## src/rtl/psh_pkg.sv

```systemverilog
// Package for the pair sum hash matcher.
// Holds the controller state type and the command and status bundles.
// No dependencies.
`timescale 1ns / 1ps
`default_nettype none

package psh_pkg;

  localparam int unsigned VALUE_W = 32;

  typedef enum logic [1:0] {
    S_IDLE,
    S_SCAN,
    S_FINISH
  } ctrl_state_t;

  typedef struct packed {
    logic load;
    logic scan;
    logic finish;
  } dp_cmd_t;

  typedef struct packed {
    logic scan_done;
    logic out_free;
  } dp_status_t;

endpackage

`default_nettype wire

```

## src/rtl/psh_ctrl.sv

```systemverilog
// Controller for the pair sum hash matcher.
// Sequences load, table scan and result hand-off; drives the input ready.
// Depends on psh_pkg.
`timescale 1ns / 1ps
`default_nettype none

module psh_ctrl (
  input  wire logic               clk,
  input  wire logic               rst,
  input  wire logic               in_valid,
  output logic                    in_ready,
  input  wire psh_pkg::dp_status_t status,
  output psh_pkg::dp_cmd_t        cmd
);

  psh_pkg::ctrl_state_t state;
  psh_pkg::ctrl_state_t state_next;

  always_ff @(posedge clk) begin
    if (rst) begin
      state <= psh_pkg::S_IDLE;
    end else begin
      state <= state_next;
    end
  end

  always_comb begin
    state_next = state;
    in_ready   = 1'b0;
    cmd        = '0;
    unique case (state)
      psh_pkg::S_IDLE: begin
        in_ready = 1'b1;
        if (in_valid) begin
          cmd.load   = 1'b1;
          state_next = psh_pkg::S_SCAN;
        end
      end
      psh_pkg::S_SCAN: begin
        cmd.scan = 1'b1;
        if (status.scan_done) begin
          state_next = psh_pkg::S_FINISH;
        end
      end
      psh_pkg::S_FINISH: begin
        if (status.out_free) begin
          cmd.finish = 1'b1;
          state_next = psh_pkg::S_IDLE;
        end
      end
      default: begin
        state_next = psh_pkg::S_IDLE;
      end
    endcase
  end

endmodule

`default_nettype wire

```

## config.mk

```make
export PLATFORM = sky130hd
export DESIGN_NAME = psh_ctrl
export DESIGN_NICKNAME = d
export VERILOG_FILES = /design/src/rtl/psh_pkg.sv /design/src/rtl/psh_ctrl.sv
export SDC_FILE = /design/constraint.sdc
export NUM_CORES = 1
export LEC_CHECK = 0
export BUFFER_PORTS_ARGS = -buffer_cell sky130_fd_sc_hd__buf_2
export CORE_AREA = 4 4 41 43
export CTS_BUF_LIST = sky130_fd_sc_hd__clkbuf_2 sky130_fd_sc_hd__clkbuf_4 sky130_fd_sc_hd__clkbuf_8
export CTS_CLUSTER_SIZE = 24
export DETAILED_ROUTE_END_ITERATION = 8
export DIE_AREA = 0 0 45 47
export GPL_TIMING_DRIVEN = 0
export HOLD_SLACK_MARGIN = 0.02
export SYNTH_ARGS = -nofsm -noshare
export SYNTH_HDL_FRONTEND = slang
export SYNTH_SLANG_ARGS = --single-unit
export TNS_END_PERCENT = 10
```

## constraint.sdc

```tcl
create_clock -name clk -period 1.91 [get_ports clk]
set_input_delay 0.382 -clock clk [delete_from_list [all_inputs] [get_ports clk]]
set_output_delay 0.382 -clock clk [all_outputs]
set_load 0.005 [all_outputs]
```

==> results of run 1 <==
==> cells in the mapped netlist <==
master,n
nor2_1,3
dfxtp_1,2
a2111oi_1,1
a21oi_2,1
and2_1,1
and2b_2,1
nand2_1,1
nand3b_1,1
or3b_1,1
==> critical path, cell delays in order, from the launching register on <==
cell     delay [ns]
dfxtp_1        0.42
nor2_1         0.09
and2_1         0.15
buf_2          0.12
==> final timing paths <==
check | from | end | slack (ns) | cells after the start
hold / removal | rst | state[1] | 0.34 | 2
hold reg to reg | state[1] | state[0] | 0.51 | 1
setup reg to reg | state[1] | state[1] | 0.95 | 2
setup / recovery | state[0] | cmd[2] | 0.53 | 3
==> kinds of logic (layout without fill, tap and decap cells) <==
family | count (synthesis) | after routing | synth area share [%]
flops | 2 | 2 | 38.10
buf+inv | 0 | 11 | 0
simple gates | 8 | 8 | 44.05
compound gates | 2 | 2 | 17.86
==> through the flow <==
step / area [um^2] / utilization (%) / hold WS [ns]
2_1_floorplan: 105.1 / - / 0.4444
3_3_place_gp: 163.9 / 12.60 / 0.4981
3_5_place_dp: 163.9 / 12.60 / 0.5090
4_1_cts: 186.4 / 14.33 / 0.3261
5_1_grt: 186.4 / 14.33 / 0.3336
6_report: 186.4 / 14.33 / 0.3384
==> power breakdown <==
group	total [mW]	internal (mW)	switching [mW]	leakage, nW
sequential	0.0496	0.0451	0.00450	0.0165
combinational	0.0224	0.0135	0.00888	0.0529
clock	0.0929	0.0693	0.0236	0.0138
==> layout make-up <==
cell class                 instances  area, um^2
multi-input combinational         10       65.06
sequential                         2       40.04
clock buffer                       3       22.52
tap                               15       18.77
timing repair buffer               8       40.04
fill                             157        1115
==> per-layer routing <==
layer	wire (um)	GRT usage, %	vias to the layer above
met5	0	0	-
li1	-	-	64
met1	158	4.525	46
met4	19	10.53	0
met3	34	2.299	2
met2	97	2.542	9
==> results.cfg, run 1 <==
[cells_and_area]
largest_reg_flops = 2
drive_gt1_share_pct = 56.52
fin_nets = 30
layout_common_cells = buf_2 (8), nor2_1 (3), clkbuf_4 (3)
final_cell_count_no_fill = 38
synthToLayoutAreaGrowth_pct = 77.38
top_regs = state x2
final_common_cell = buf_2
n_antenna_cell = 0
top_register = state

[clock_network]
cts_max_path_buffers = 2
root_buffer = clkbuf_4
clkSinkCount = 2
htree_levels = 1
cts_resized = 0
clkTransAtPathRegs_ns = 0.03
hold_buffers = 0
cts_setup_buffers = 0
cts_tree = yes
numCtsBuffers = 3
clock_latency_ns = 0.22

[timing]
rsz0062_at_grt = false
setup_slack_ns = 0.5317
setup_viol = 0
skew_ns = 0.005134
min_period_over_period_pct = 72.16
fin_setup_tns_ns = 0
maxSlewViolCount = 0
min_period_ns = 1.378
hold_viol_final = 0
tightest_slew_ns = 0.2787
fmax_ghz = 0.7255
slew_headroom_pct = 81.37

[global_routing]
grt_pass1_wl_um = 476
grt_overflow = 0
grt_pass1_vias = 116
grt_max_degree = 8
grtUsageTotal_pct = 4.180
antenna_found_initial = 0

[placement]
dp_slack_ns = 0.7616
io_buffers = 8
dp_cells = 35
gp_congestion = 0.6079

[power_and_ir_drop]
p_total_mw = 0.1649
power.density_nw_per_um2 = 884.6
peakVddDrop_mv = 0.1620
p_leak_nw = 0.08321

[floorplanning]
core-area_um2 = 1301
fp-row-count = 13
die_w_um = 45
die_y_um = 47
num_io_pins = 9
dieArea_um2 = 2115
start_util_pct = 8.077

[worst_setup_path]
cp_data_arrival_time_ns = 1.00
cp_max_fo = 7
setup.worst_path.end_class = output port
start_kind = flop
critical_path_class = reg -> out
required_ns = 1.53

[synth]
ys_ff_latch = 2
synth_nets = 17
syn_inst = 12
synth_area_leaders = dfxtp_1 (38%), nor2_1 (11%), a2111oi_1 (9.5%), a21oi_2 (8.3%), and2b_2 (8.3%)
yosysSeqAreaShare_pct = 38.10
synth_largest_area_cell = dfxtp_1
synth_area_per_cell_um2 = 8.758
synthesis.area_um2 = 105.1
synth_cell_types = 9
synth_top_area_share_pct = 38.10
yosysWarnings = 0

[drt]
routed_wl_um = 310
via_count = 121
remaining_drc_errors = 0
post_drt_wl_per_cell_um = 8.158
postRouteAntennaNets = 0
drtIter0Drc = 1
dr.pass1.iters = 2
via_per_inst = 3.184

[min_path]
hp-class = in -> reg

[run]
max_cap_viol_count = 0

[status]
status = completed
No activity file was read; power rests on OpenSTA's default activity.
==> inputs of run 2 (changes only) <==
==> constraint.sdc (replaced) <==
create_clock -name clk -period 1.3 [get_ports clk]
set_input_delay 0.26 -clock clk [delete_from_list [all_inputs] [get_ports clk]]
set_output_delay 0.26 -clock clk [all_outputs]
set_load 0.005 [all_outputs]
==> run 2 against run 1 <==
  * Count of clock-buffer cells in the layout stayed put
  * Via count unchanged
  * Critical path type unchanged
  * Global-route usage unchanged
  * Sequential share of layout area up 0.52 points
  * Wire length unchanged
  * Worst setup slack got worse by 0.45 ns
  * Cell area is 0.67% higher
  * Critical endpoint is now cmd[1]
  * First-iteration DRC count stayed put
==> results.cfg, run 2 (same netlist as run 1, synthesis figures left out) <==
[clock_network]
cts_tree = yes
htree_levels = 1
clock_latency_ns = 0.22
cts_max_path_buffers = 2
numCtsBuffers = 3
clkTransAtPathRegs_ns = 0.03
hold_buffers = 0
root_buffer = clkbuf_4
clkSinkCount = 2

[power_and_ir_drop]
peakVddDrop_mv = 0.2381
power.density_nw_per_um2 = 1295
p_leak_nw = 0.08347

[timing]
setup_slack_ns = 0.07891
holdWs_ns = 0.2164
tightest_slew_ns = 0.2782
fmax_ghz = 0.8189
min_period_over_period_pct = 93.93
rsz0062_at_grt = false
min_period_ns = 1.221
setup_viol = 0
slew_headroom_pct = 81.41
maxSlewViolCount = 0
skew_ns = 0.005126
fin_setup_tns_ns = 0
hold_viol_final = 0

[drt]
dr.pass1.iters = 2
drtIter0Drc = 1
post_drt_wl_per_cell_um = 8.158
via_count = 121
via_per_inst = 3.184
remaining_drc_errors = 0
routed_wl_um = 310
postRouteAntennaNets = 0

[global_routing]
grt_pass1_vias = 116
grtUsageTotal_pct = 4.180
grt_max_degree = 8
antenna_found_initial = 0
grt_overflow = 0
grt_pass1_wl_um = 476

[floorplanning]
start_util_pct = 8.077
num_io_pins = 9
die_y_um = 47
dieArea_um2 = 2115
die_w_um = 45
core-area_um2 = 1301
fp-row-count = 13

[worst_setup_path]
required_ns = 1.04
setup.worst_path.end_class = output port
start_kind = flop
cp_max_fo = 6
critical_path_class = reg -> out
cp_data_arrival_time_ns = 0.96

[placement]
io_buffers = 8
dp_slack_ns = 0.2736
dp_cells = 35
gp_congestion = 0.6079

[cells_and_area]
num-fill-cells = 157
final_common_cell = buf_2
top_register = state
n_antenna_cell = 0
final_cell_count_no_fill = 38
drive_gt1_share_pct = 60.87
layout_common_cells = buf_2 (8), nor2_1 (3), clkbuf_4 (3)
fin_nets = 30
top_regs = state x2
synthToLayoutAreaGrowth_pct = 78.57
largest_reg_flops = 2

[status]
status = completed

[run]
max_cap_viol_count = 0

[min_path]
hp-class = in -> reg
## run 2: changes by cell type in the layout (fill, tap and decap cells not counted)
| cell | delta |
|---|---|
| dfxtp_1 | -1 |
| dfxtp_2 | +1 |
## run 2: per-stage QoR
stage | utilization (%) | total power, mW | cell area [um^2]
finish | 14.42 | 0.2430 | 187.7
global route | 14.42 | 0.2587 | 187.7
CTS | 14.33 | 0.2538 | 186.4
detailed placement | 12.60 | 0.1073 | 163.9
global placement | 12.60 | 0.1065 | 163.9
floorplan | - | 0.08763 | 105.1
## run 2: final timing paths
check	slack, ns	end	start	cells past startpoint
setup / recovery	0.08	cmd[1]	state[1]	2
hold / removal	0.22	state[1]	rst	2
setup reg to reg	0.34	state[1]	state[1]	2
hold reg to reg	0.50	state[0]	state[0]	1
## run 2: report_power, final
| part | internal (mW) | switching, mW | total [mW] | leakage, nW |
|---|---|---|---|---|
| Clock | 0.102 | 0.0347 | 0.137 | 0.0138 |
| Combinational | 0.0199 | 0.0130 | 0.0329 | 0.0529 |
| Sequential | 0.0669 | 0.00659 | 0.0735 | 0.0167 |
## run 2: final cells by class
| class | instances | area, um^2 | area share [%] |
|---|---|---|---|
| tap | 15 | 18.77 | 10.00 |
| clock buffer | 3 | 22.52 | 12.00 |
| multi-input combinational | 10 | 65.06 | 34.67 |
| sequential | 2 | 41.29 | 22.00 |
| timing repair buffer | 8 | 40.04 | 21.33 |
## run 2: what timing repair did
item,in CTS,in global routing
buffers inserted,0,0
resized for setup,0,1
endpoints found under the setup margin,0,1
## run 2: worst max-delay path, cell delays in order, from the launching register on
cell and delay [ns]:
dfxtp_1 0.39, and2b_2 0.23, buf_2 0.12
## run 2: layer usage
layer  share of wire, %  track usage [%]
met5                  0                0
met4                6.1            10.53
met3                 11            2.299
met2                 31            2.542
met1                 51            4.525
